### config.mk
export PLATFORM = sky130hd
export DESIGN_NAME = portal_funnel_path_smoother
export DESIGN_NICKNAME = d
export VERILOG_FILES = /design/src/design/pfps_pkg.sv /design/src/design/pfps_datapath.sv /design/src/design/pfps_ctrl.sv /design/src/design/portal_funnel_path_smoother.sv
export SDC_FILE = /design/constraint.sdc
export NUM_CORES = 2
export LEC_CHECK = 0
export ABC_AREA = 1
export BUFFER_PORTS_ARGS = -buffer_cell sky130_fd_sc_hd__buf_2
export CAP_MARGIN = 20
export CELL_PAD_IN_SITES_DETAIL_PLACEMENT = 1
export CELL_PAD_IN_SITES_GLOBAL_PLACEMENT = 1
export CORE_ASPECT_RATIO = 2
export CORE_MARGIN = 2
export CORE_UTILIZATION = 49
export CTS_CLUSTER_DIAMETER = 100
export DETAILED_ROUTE_END_ITERATION = 12
export PLACE_DENSITY_LB_ADDON = 0.15
export SYNTH_ARGS = -nofsm -noshare
export SYNTH_HDL_FRONTEND = slang
export SYNTH_SLANG_ARGS = --single-unit
### constraint.sdc
create_clock -name clock -period 12.9 [get_ports clock]
set_clock_uncertainty 0.05 [all_clocks]
set_input_delay 0.645 -clock clock [delete_from_list [all_inputs] [get_ports clock]]
set_output_delay 0.645 -clock clock [all_outputs]
set_load 0.02 [all_outputs]
### src/design/pfps_pkg.sv
// Shared types, field widths and codes of the portal funnel path smoother.
// Used by the controller, the datapath, the top level and the port checker.
// Depends on nothing.
package pfps_pkg;

   localparam int COORD_WIDTH = 16;
   localparam int DIFF_WIDTH  = COORD_WIDTH + 1;
   localparam int PROD_WIDTH  = 2 * DIFF_WIDTH;
   localparam int AREA_WIDTH  = PROD_WIDTH + 1;

   localparam int MODE_WIDTH     = 2;
   localparam int IN_DATA_WIDTH  = 4 * COORD_WIDTH;
   localparam int OUT_USED_WIDTH = 2 * COORD_WIDTH + 1;
   localparam int OUT_DATA_WIDTH = ((OUT_USED_WIDTH + 7) / 8) * 8;
   localparam int OUT_PAD_WIDTH  = OUT_DATA_WIDTH - OUT_USED_WIDTH;

   typedef logic signed [COORD_WIDTH-1:0] coord_type;
   typedef logic signed [DIFF_WIDTH-1:0]  diff_type;
   typedef logic signed [PROD_WIDTH-1:0]  prod_type;
   typedef logic signed [AREA_WIDTH-1:0]  area_type;
   typedef logic [MODE_WIDTH-1:0]         mode_type;

   // item modes
   localparam mode_type MODE_START  = 2'd0;
   localparam mode_type MODE_PORTAL = 2'd1;
   localparam mode_type MODE_DEST   = 2'd2;

   // result kinds
   localparam logic KIND_REPORT   = 1'b0;
   localparam logic KIND_WAYPOINT = 1'b1;

   // operand pairs of area(apex, b, c)
   typedef logic [1:0] xsel_type;
   localparam xsel_type XSEL_ORIENT = 2'd0;  // b = first end, c = second end
   localparam xsel_type XSEL_LEFT   = 2'd1;  // b = new left,  c = left
   localparam xsel_type XSEL_FUNNEL = 2'd2;  // b = right,     c = left
   localparam xsel_type XSEL_RIGHT  = 2'd3;  // b = right,     c = new right

   // point sources for apex loads and emitted waypoints
   typedef logic [1:0] psel_type;
   localparam psel_type PSEL_ZERO  = 2'd0;
   localparam psel_type PSEL_RIGHT = 2'd1;
   localparam psel_type PSEL_LEFT  = 2'd2;
   localparam psel_type PSEL_FIRST = 2'd3;

   typedef struct packed {
      logic     load_item;
      logic     mul_en;
      xsel_type xsel;
      logic     swap_ends;
      logic     upd_left;
      logic     upd_right;
      logic     open_portal;
      logic     open_swap;
      logic     apex_load;
      psel_type apex_sel;
      logic     emit;
      logic     emit_kind;
      psel_type emit_sel;
      logic     emit_swapped;
      logic     emit_last;
   } pfps_cmd_type;

   typedef struct packed {
      mode_type mode;
      logic     area_pos;
      logic     area_neg;
      logic     out_free;
   } pfps_sts_type;

   // sign-extending difference a - b
   function automatic diff_type cdiff(coord_type a, coord_type b);
      return {a[COORD_WIDTH-1], a} - {b[COORD_WIDTH-1], b};
   endfunction

endpackage

### src/design/pfps_datapath.sv
// Datapath of the portal funnel path smoother: item, apex and funnel side
// registers, the shared cross-product multiplier pair and the result register.
// Depends on pfps_pkg.
module pfps_datapath
   import pfps_pkg::*;
(
   input  logic                      clock,
   input  logic                      reset,
   input  logic [IN_DATA_WIDTH-1:0]  req_tdata,
   input  mode_type                  req_tuser,
   input  pfps_cmd_type              cmd,
   output pfps_sts_type              sts,
   output logic                      rsp_tvalid,
   input  logic                      rsp_tready,
   output logic [OUT_DATA_WIDTH-1:0] rsp_tdata,
   output logic                      rsp_tuser,
   output logic                      rsp_tlast
);

   mode_type  mode_ff;
   coord_type fx_ff, fy_ff, sx_ff, sy_ff;
   coord_type apex_x_ff, apex_y_ff, left_x_ff, left_y_ff, right_x_ff, right_y_ff;
   coord_type apex_x_in, apex_y_in, left_x_in, left_y_in, right_x_in, right_y_in;
   prod_type  prod1_ff, prod2_ff, prod1_in, prod2_in;
   coord_type bx, by, cx, cy, lnew_x, lnew_y, rnew_x, rnew_y;
   coord_type in_fx, in_fy;
   diff_type  d1x, d1y, d2x, d2y;
   area_type  area;
   coord_type pt_x, pt_y, ap_x, ap_y;

   logic      out_valid_ff, out_kind_ff, out_swapped_ff, out_last_ff;
   coord_type out_x_ff, out_y_ff;
   logic      out_free;

   assign in_fx = req_tdata[COORD_WIDTH-1:0];
   assign in_fy = req_tdata[2*COORD_WIDTH-1:COORD_WIDTH];

   // hold the item; a destination uses its point for both ends
   always_ff @(posedge clock) begin
      if (cmd.load_item) begin
         mode_ff <= req_tuser;
         fx_ff   <= in_fx;
         fy_ff   <= in_fy;
         if (req_tuser == MODE_DEST) begin
            sx_ff <= in_fx;
            sy_ff <= in_fy;
         end else begin
            sx_ff <= req_tdata[3*COORD_WIDTH-1:2*COORD_WIDTH];
            sy_ff <= req_tdata[4*COORD_WIDTH-1:3*COORD_WIDTH];
         end
      end
   end

   // oriented portal ends
   assign lnew_x = cmd.swap_ends ? fx_ff : sx_ff;
   assign lnew_y = cmd.swap_ends ? fy_ff : sy_ff;
   assign rnew_x = cmd.swap_ends ? sx_ff : fx_ff;
   assign rnew_y = cmd.swap_ends ? sy_ff : fy_ff;

   always_comb begin
      case (cmd.xsel)
         XSEL_ORIENT: begin
            bx = fx_ff;      by = fy_ff;      cx = sx_ff;     cy = sy_ff;
         end
         XSEL_LEFT: begin
            bx = lnew_x;     by = lnew_y;     cx = left_x_ff; cy = left_y_ff;
         end
         XSEL_FUNNEL: begin
            bx = right_x_ff; by = right_y_ff; cx = left_x_ff; cy = left_y_ff;
         end
         default: begin
            bx = right_x_ff; by = right_y_ff; cx = rnew_x;    cy = rnew_y;
         end
      endcase
   end

   assign d1x = cdiff(bx, apex_x_ff);
   assign d1y = cdiff(by, apex_y_ff);
   assign d2x = cdiff(cx, apex_x_ff);
   assign d2y = cdiff(cy, apex_y_ff);
   assign prod1_in = prod_type'(d1x) * prod_type'(d2y);
   assign prod2_in = prod_type'(d1y) * prod_type'(d2x);

   always_ff @(posedge clock) begin
      if (cmd.mul_en) begin
         prod1_ff <= prod1_in;
         prod2_ff <= prod2_in;
      end
   end

   assign area = {prod1_ff[PROD_WIDTH-1], prod1_ff} - {prod2_ff[PROD_WIDTH-1], prod2_ff};

   // point selection for waypoints (emit_sel) and for apex loads (apex_sel)
   always_comb begin
      case (cmd.emit_sel)
         PSEL_RIGHT: begin pt_x = right_x_ff; pt_y = right_y_ff; end
         PSEL_LEFT:  begin pt_x = left_x_ff;  pt_y = left_y_ff;  end
         PSEL_FIRST: begin pt_x = fx_ff;      pt_y = fy_ff;      end
         default:    begin pt_x = '0;         pt_y = '0;         end
      endcase
      case (cmd.apex_sel)
         PSEL_RIGHT: begin ap_x = right_x_ff; ap_y = right_y_ff; end
         PSEL_LEFT:  begin ap_x = left_x_ff;  ap_y = left_y_ff;  end
         PSEL_FIRST: begin ap_x = fx_ff;      ap_y = fy_ff;      end
         default:    begin ap_x = apex_x_ff;  ap_y = apex_y_ff;  end
      endcase
   end

   always_comb begin
      apex_x_in  = apex_x_ff;
      apex_y_in  = apex_y_ff;
      left_x_in  = left_x_ff;
      left_y_in  = left_y_ff;
      right_x_in = right_x_ff;
      right_y_in = right_y_ff;
      if (cmd.apex_load) begin
         apex_x_in = ap_x;
         apex_y_in = ap_y;
      end
      if (cmd.upd_left) begin
         left_x_in = lnew_x;
         left_y_in = lnew_y;
      end
      if (cmd.upd_right) begin
         right_x_in = rnew_x;
         right_y_in = rnew_y;
      end
      if (cmd.open_portal) begin
         if (cmd.open_swap) begin
            right_x_in = sx_ff; right_y_in = sy_ff;
            left_x_in  = fx_ff; left_y_in  = fy_ff;
         end else begin
            right_x_in = fx_ff; right_y_in = fy_ff;
            left_x_in  = sx_ff; left_y_in  = sy_ff;
         end
      end
   end

   always_ff @(posedge clock) begin
      if (reset) begin
         apex_x_ff  <= '0;
         apex_y_ff  <= '0;
         left_x_ff  <= '0;
         left_y_ff  <= '0;
         right_x_ff <= '0;
         right_y_ff <= '0;
      end else begin
         apex_x_ff  <= apex_x_in;
         apex_y_ff  <= apex_y_in;
         left_x_ff  <= left_x_in;
         left_y_ff  <= left_y_in;
         right_x_ff <= right_x_in;
         right_y_ff <= right_y_in;
      end
   end

   // result register: load on emit, drop when taken
   assign out_free = !out_valid_ff || rsp_tready;

   always_ff @(posedge clock) begin
      if (reset) begin
         out_valid_ff <= 1'b0;
      end else if (cmd.emit) begin
         out_valid_ff <= 1'b1;
      end else if (rsp_tready) begin
         out_valid_ff <= 1'b0;
      end
   end

   always_ff @(posedge clock) begin
      if (cmd.emit) begin
         out_kind_ff    <= cmd.emit_kind;
         out_x_ff       <= pt_x;
         out_y_ff       <= pt_y;
         out_swapped_ff <= cmd.emit_swapped;
         out_last_ff    <= cmd.emit_last;
      end
   end

   assign rsp_tvalid = out_valid_ff;
   assign rsp_tdata  = {{OUT_PAD_WIDTH{1'b0}}, out_swapped_ff, out_y_ff, out_x_ff};
   assign rsp_tuser  = out_kind_ff;
   assign rsp_tlast  = out_last_ff;

   assign sts.mode     = mode_ff;
   assign sts.area_neg = area[AREA_WIDTH-1];
   assign sts.area_pos = !area[AREA_WIDTH-1] && (area != '0);
   assign sts.out_free = out_free;

endmodule

### src/design/pfps_ctrl.sv
// Controller of the portal funnel path smoother: sequences the cross-product
// evaluations of one item and the results it emits.
// Depends on pfps_pkg.
module pfps_ctrl
   import pfps_pkg::*;
(
   input  logic         clock,
   input  logic         reset,
   input  logic         req_tvalid,
   output logic         req_tready,
   input  pfps_sts_type sts,
   output pfps_cmd_type cmd
);

   localparam logic [4:0] ST_IDLE    = 5'd0;
   localparam logic [4:0] ST_DECODE  = 5'd1;
   localparam logic [4:0] ST_O_MUL   = 5'd2;
   localparam logic [4:0] ST_O_EV    = 5'd3;
   localparam logic [4:0] ST_L_MUL   = 5'd4;
   localparam logic [4:0] ST_L_EV    = 5'd5;
   localparam logic [4:0] ST_F1_MUL  = 5'd6;
   localparam logic [4:0] ST_F1_EV   = 5'd7;
   localparam logic [4:0] ST_R_MUL   = 5'd8;
   localparam logic [4:0] ST_R_EV    = 5'd9;
   localparam logic [4:0] ST_F2_MUL  = 5'd10;
   localparam logic [4:0] ST_F2_EV   = 5'd11;
   localparam logic [4:0] ST_RO_MUL  = 5'd12;
   localparam logic [4:0] ST_RO_EV   = 5'd13;
   localparam logic [4:0] ST_EMIT_WP = 5'd14;
   localparam logic [4:0] ST_EMIT_RP = 5'd15;
   localparam logic [4:0] ST_EMIT_DS = 5'd16;

   logic [4:0] state_ff, state_in;
   logic       open_ff, open_in;
   logic       a_ff, a_in;
   logic       report_sw_ff, report_sw_in;
   logic       corner_left_ff, corner_left_in;
   logic       nonpos;

   assign nonpos     = !sts.area_pos;
   assign req_tready = (state_ff == ST_IDLE);

   always_comb begin
      state_in       = state_ff;
      open_in        = open_ff;
      a_in           = a_ff;
      report_sw_in   = report_sw_ff;
      corner_left_in = corner_left_ff;

      cmd              = '0;
      cmd.swap_ends    = a_ff;
      cmd.emit_swapped = report_sw_ff;

      case (state_ff)
         ST_IDLE: begin
            cmd.load_item = req_tvalid;
            if (req_tvalid) begin
               state_in = ST_DECODE;
            end
         end
         ST_DECODE: begin
            case (sts.mode)
               MODE_START: begin
                  cmd.apex_load = 1'b1;
                  cmd.apex_sel  = PSEL_FIRST;
                  open_in       = 1'b0;
                  state_in      = ST_IDLE;
               end
               MODE_PORTAL: begin
                  state_in = ST_O_MUL;
               end
               MODE_DEST: begin
                  a_in     = 1'b0;
                  state_in = open_ff ? ST_L_MUL : ST_EMIT_DS;
               end
               default: begin
                  state_in = ST_IDLE;
               end
            endcase
         end
         ST_O_MUL: begin
            cmd.mul_en = 1'b1;
            cmd.xsel   = XSEL_ORIENT;
            state_in   = ST_O_EV;
         end
         ST_O_EV: begin
            if (!open_ff) begin
               cmd.open_portal = 1'b1;
               cmd.open_swap   = nonpos;
               open_in         = 1'b1;
               report_sw_in    = nonpos;
               state_in        = ST_EMIT_RP;
            end else begin
               a_in     = nonpos;
               state_in = ST_L_MUL;
            end
         end
         ST_L_MUL: begin
            cmd.mul_en = 1'b1;
            cmd.xsel   = XSEL_LEFT;
            state_in   = ST_L_EV;
         end
         ST_L_EV: begin
            cmd.upd_left = sts.area_pos;
            state_in     = ST_F1_MUL;
         end
         ST_F1_MUL: begin
            cmd.mul_en = 1'b1;
            cmd.xsel   = XSEL_FUNNEL;
            state_in   = ST_F1_EV;
         end
         ST_F1_EV: begin
            if (sts.area_neg) begin
               corner_left_in = 1'b0;
               state_in       = ST_EMIT_WP;
            end else begin
               state_in = ST_R_MUL;
            end
         end
         ST_R_MUL: begin
            cmd.mul_en = 1'b1;
            cmd.xsel   = XSEL_RIGHT;
            state_in   = ST_R_EV;
         end
         ST_R_EV: begin
            cmd.upd_right = sts.area_pos;
            state_in      = ST_F2_MUL;
         end
         ST_F2_MUL: begin
            cmd.mul_en = 1'b1;
            cmd.xsel   = XSEL_FUNNEL;
            state_in   = ST_F2_EV;
         end
         ST_F2_EV: begin
            if (sts.area_neg) begin
               corner_left_in = 1'b1;
               state_in       = ST_EMIT_WP;
            end else if (sts.mode == MODE_DEST) begin
               state_in = ST_EMIT_DS;
            end else begin
               report_sw_in = a_ff;
               state_in     = ST_EMIT_RP;
            end
         end
         ST_EMIT_WP: begin
            // emit the crossed corner and move the apex onto it
            cmd.emit_kind    = KIND_WAYPOINT;
            cmd.emit_swapped = 1'b0;
            cmd.emit_sel     = corner_left_ff ? PSEL_LEFT : PSEL_RIGHT;
            if (sts.out_free) begin
               cmd.emit      = 1'b1;
               cmd.apex_load = 1'b1;
               cmd.apex_sel  = corner_left_ff ? PSEL_LEFT : PSEL_RIGHT;
               state_in      = (sts.mode == MODE_DEST) ? ST_EMIT_DS : ST_RO_MUL;
            end
         end
         ST_RO_MUL: begin
            cmd.mul_en = 1'b1;
            cmd.xsel   = XSEL_ORIENT;
            state_in   = ST_RO_EV;
         end
         ST_RO_EV: begin
            cmd.open_portal = 1'b1;
            cmd.open_swap   = nonpos;
            report_sw_in    = a_ff ^ nonpos;
            state_in        = ST_EMIT_RP;
         end
         ST_EMIT_RP: begin
            cmd.emit_kind = KIND_REPORT;
            cmd.emit_sel  = PSEL_ZERO;
            if (sts.out_free) begin
               cmd.emit = 1'b1;
               state_in = ST_IDLE;
            end
         end
         ST_EMIT_DS: begin
            cmd.emit_kind    = KIND_WAYPOINT;
            cmd.emit_sel     = PSEL_FIRST;
            cmd.emit_swapped = 1'b0;
            cmd.emit_last    = 1'b1;
            if (sts.out_free) begin
               cmd.emit      = 1'b1;
               cmd.apex_load = 1'b1;
               cmd.apex_sel  = PSEL_FIRST;
               open_in       = 1'b0;
               state_in      = ST_IDLE;
            end
         end
         default: begin
            state_in = ST_IDLE;
         end
      endcase
   end

   always_ff @(posedge clock) begin
      if (reset) begin
         state_ff <= ST_IDLE;
         open_ff  <= 1'b0;
      end else begin
         state_ff <= state_in;
         open_ff  <= open_in;
      end
   end

   always_ff @(posedge clock) begin
      a_ff           <= a_in;
      report_sw_ff   <= report_sw_in;
      corner_left_ff <= corner_left_in;
   end

endmodule

### src/design/portal_funnel_path_smoother.sv
// Top level of the portal funnel path smoother: joins the controller and the
// datapath. Depends on pfps_pkg, pfps_ctrl and pfps_datapath.
//
//   channel  | direction | ports               | word
//   ---------+-----------+---------------------+----------------------------------
//   request  | in        | req_tvalid/tready   | tuser mode, tdata four coordinates
//   response | out       | rsp_tvalid/tready   | tuser kind, tdata point and swap,
//            |           |                     | tlast on the destination waypoint
//
// One item is in work at a time; one shared multiplier pair evaluates every
// cross product in a multiply state and then an evaluate state. The response
// register frees the request side; a stalled response holds the item at its
// emit step. Reset (synchronous) empties the funnel, apex at origin.
module portal_funnel_path_smoother
   import pfps_pkg::*;
(
   input  logic                      clock,
   input  logic                      reset,
   input  logic                      req_tvalid,
   output logic                      req_tready,
   // first_x, first_y, second_x, second_y
   input  logic [IN_DATA_WIDTH-1:0]  req_tdata,
   // mode
   input  mode_type                  req_tuser,
   output logic                      rsp_tvalid,
   input  logic                      rsp_tready,
   // point_x, point_y, swapped, zero fill
   output logic [OUT_DATA_WIDTH-1:0] rsp_tdata,
   // kind
   output logic                      rsp_tuser,
   output logic                      rsp_tlast
);

   pfps_cmd_type cmd;
   pfps_sts_type sts;

   // sequence the cross products and emits of one word
   pfps_ctrl u_ctrl (
      .clock      (clock),
      .reset      (reset),
      .req_tvalid (req_tvalid),
      .req_tready (req_tready),
      .sts        (sts),
      .cmd        (cmd)
   );

   // hold funnel state, evaluate areas, register results
   pfps_datapath u_datapath (
      .clock      (clock),
      .reset      (reset),
      .req_tdata  (req_tdata),
      .req_tuser  (req_tuser),
      .cmd        (cmd),
      .sts        (sts),
      .rsp_tvalid (rsp_tvalid),
      .rsp_tready (rsp_tready),
      .rsp_tdata  (rsp_tdata),
      .rsp_tuser  (rsp_tuser),
      .rsp_tlast  (rsp_tlast)
   );

endmodule

==> reports/qor.yml <==
synth_warnings: 0
drv_slew: 0
synth_most_common_cell: "inv_1"
ctsHoldBuffers: 0
synth-edff-count: 172
min_path_type: "primary input to flip-flop"
drt_iter0_markers: 2259
drive_above_1_share_pct: 5.78
final.setup.tns_ns: 0
ys_top_cells_by_count: "inv_1 (1,162), nand2_1 (1,082), fa_1 (598)"
cts.clk_slew.worst_paths_ns: 0.07
endpoint_kind: "flip-flop"
die_w_um: 209
syn_inst: 5292
avgSynthCellArea_um2: 7.77
grt_max_degree: 69
synth-async-reset-ratio_pct: 0
initial_core_util_pct: 49.4
overflow: 0
synth_area_leader_cell: "fa_1"
yosysTopAreaCellShare_pct: 29.1
cts_tree: "yes"
drcViolationCount: 0
die_h_um: 414
cp_data_arrival_time_ns: 11.77
wl_per_cell_um: 24.4
fin_crit_sh_pct: 88.8
ys_top_cells_by_area: "fa_1 (29%), edfxtp_1 (13%), inv_1 (11%)"
post_cts_buffers: 0
worst_setup_path_start_kind: "flip-flop"
maxCapViolations: 0
path_class: "flip-flop to flip-flop"
cp_common_cell: "nand2_1"
clk_latency_ns: 0.62
core_area_um2: 83300
clk_path_buf_depth: 3
ant_nets: 0
cts_inserted_buffers: 28
clock-root-buffer: "clkbuf_16"
place_inst: 6354
hpwl_um: 128000
crit_path_top_delay_cell: "o21ai_0"
worst_pin_slew_ns: 1.10
hold_viol: 0
fin_crit_ns: 11.46
portBuffers: 106
outcome: "complete, no violations"
drt_first_pass_iters: 6
max_freq_mhz: 87.3
rows: 150
ios: 114
crit_required_ns: 13.21
ys_ff_latch: 275
worstPathMaxFanout: 30
slowest_delay_ns: 0.67
antenna_found_initial: 0
startpoint: "u_ctrl.state_ff[2]"
nNetsFinal: 6261
rr_startpoint: "u_ctrl.state_ff[2]"
synth.distinct_cells: 53
grt_usage_pct: 36.7
hold_start: "req_tdata[4]"
area_delta_synth_final_pct: 6.33
cts.htree.levels: 1
clkSinkCount: 275
synth-main-ff-cell: "edfxtp_1"
post_drt_via_cell_ratio: 5.82
die_area_um2: 86400
wl_um: 157000
setup_violations: 0
grt_pass1_vias: 41600
final_cells: 6409
gp_congestion: 0.992
grt_pass1_wl_um: 238000
num_vias: 37300
postCtsResizedCells: 0
n_antenna_cell: 0
rsz0062_at_grt: "false"
syn-cell-area_um2: 41100
yosysSeqAreaShare_pct: 17.6
relSlewSlack_pct: 26.4
-- critical path: cells and delay by family, from the launching register on --
kind                     cells  cell delay, ns
buffers and inverters        8            1.46
flip-flops                   1            0.35
AO/OA/AOI/OAI               13            3.15
adder cells (fa/ha/maj)      9            4.01
AND/OR/NAND/NOR             13            2.00
XOR/XNOR                     1            0.16
-- flip-flops by register name, indices dropped and copies added (netlist names), 2 cells and up --
signal and flops:
u_datapath.prod1_ff 34, u_datapath.prod2_ff 34, u_datapath.apex_x_ff 16, u_datapath.apex_y_ff 16
u_datapath.fx_ff 16, u_datapath.fy_ff 16, u_datapath.left_x_ff 16, u_datapath.left_y_ff 16
u_datapath.out_x_ff 16, u_datapath.out_y_ff 16, u_datapath.right_x_ff 16, u_datapath.right_y_ff 16
u_datapath.sx_ff 16, u_datapath.sy_ff 16, u_ctrl.state_ff 5, u_datapath.mode_ff 2
-- final timing paths --
path / slack (ns) / depth (start not counted) / end
max: 1.44 / 44 / u_datapath.prod2_ff[26]
min: 0.16 / 1 / u_datapath.fx_ff[4]
max reg2reg: 1.44 / 44 / u_datapath.prod2_ff[26]
min reg2reg: 0.46 / 2 / u_datapath.apex_y_ff[7]
-- through the flow --
stage	hold WS, ns	setup slack [ns]	util [%]	area [um^2]
3_5_place_dp	0.447	1.58	51.4	42800
6_report	0.164	1.44	52.5	43700
5_1_grt	0.154	0.617	52.5	43700
2_1_floorplan	0.416	3.54	-	41100
4_1_cts	0.141	1.53	52.4	43700
3_3_place_gp	0.436	1.78	51.4	42800
-- placed cells by master, fill, tap and decap left out, types with 32 or more instances in the layout --
master / synthesis / layout
ha_1: 270 / 270
edfxtp_1: 172 / 172
buf_4: 14 / 68
a22oi_1: 60 / 60
nand3_1: 272 / 271
a31oi_1: 45 / 45
o21ai_0: 237 / 237
dfxtp_1: 103 / 103
fa_1: 598 / 598
buf_2: 23 / 106
a21oi_1: 210 / 210
nand2_1: 1082 / 1081
nor2_1: 498 / 491
o221ai_1: 60 / 60
xnor2_1: 45 / 44
inv_1: 1162 / 1162
mux2_2: 32 / 32
xor2_1: 70 / 69
-- area by class of cell --
cell class              count  area (um^2)
well taps                1064         1330
flip-flops and latches    275         7230
fillers                 10500        39600
inverters                1181         4430
clock buffers              34          744
multi-input cells        3661        28800
clock inverters            18          139
repair buffers            176         1090
-- logic make-up (layout without fill, tap and decap cells) --
kind of cell	count (synthesis)	count (layout)	synth area share, %
AOI/OAI and AO/OA	703	703	10.0
xor gates and xnor gates	115	115	2.45
adders and majority gates	868	868	37.3
buffers and inverters	1362	1409	12.7
DFF	275	275	17.6
muxes	34	34	0.925
other	1	7	0.00912
and+or+nand+nor	1934	1934	19.0
-- layer usage --
| layer | vias up | share of wire [%] | global-route usage [%] |
|---|---|---|---|
| met4 | 0 | 12 | 36.3 |
| met2 | 1528 | 53 | 69.0 |
| li1 | 16500 | - | - |
| met5 | - | 0 | 0 |
| met3 | 811 | 5.0 | 5.30 |
| met1 | 18500 | 30 | 32.9 |
Power is left out: the tool's default activity adds up to more than one toggle a clock period on the data nets, which glitch-free logic cannot reach.
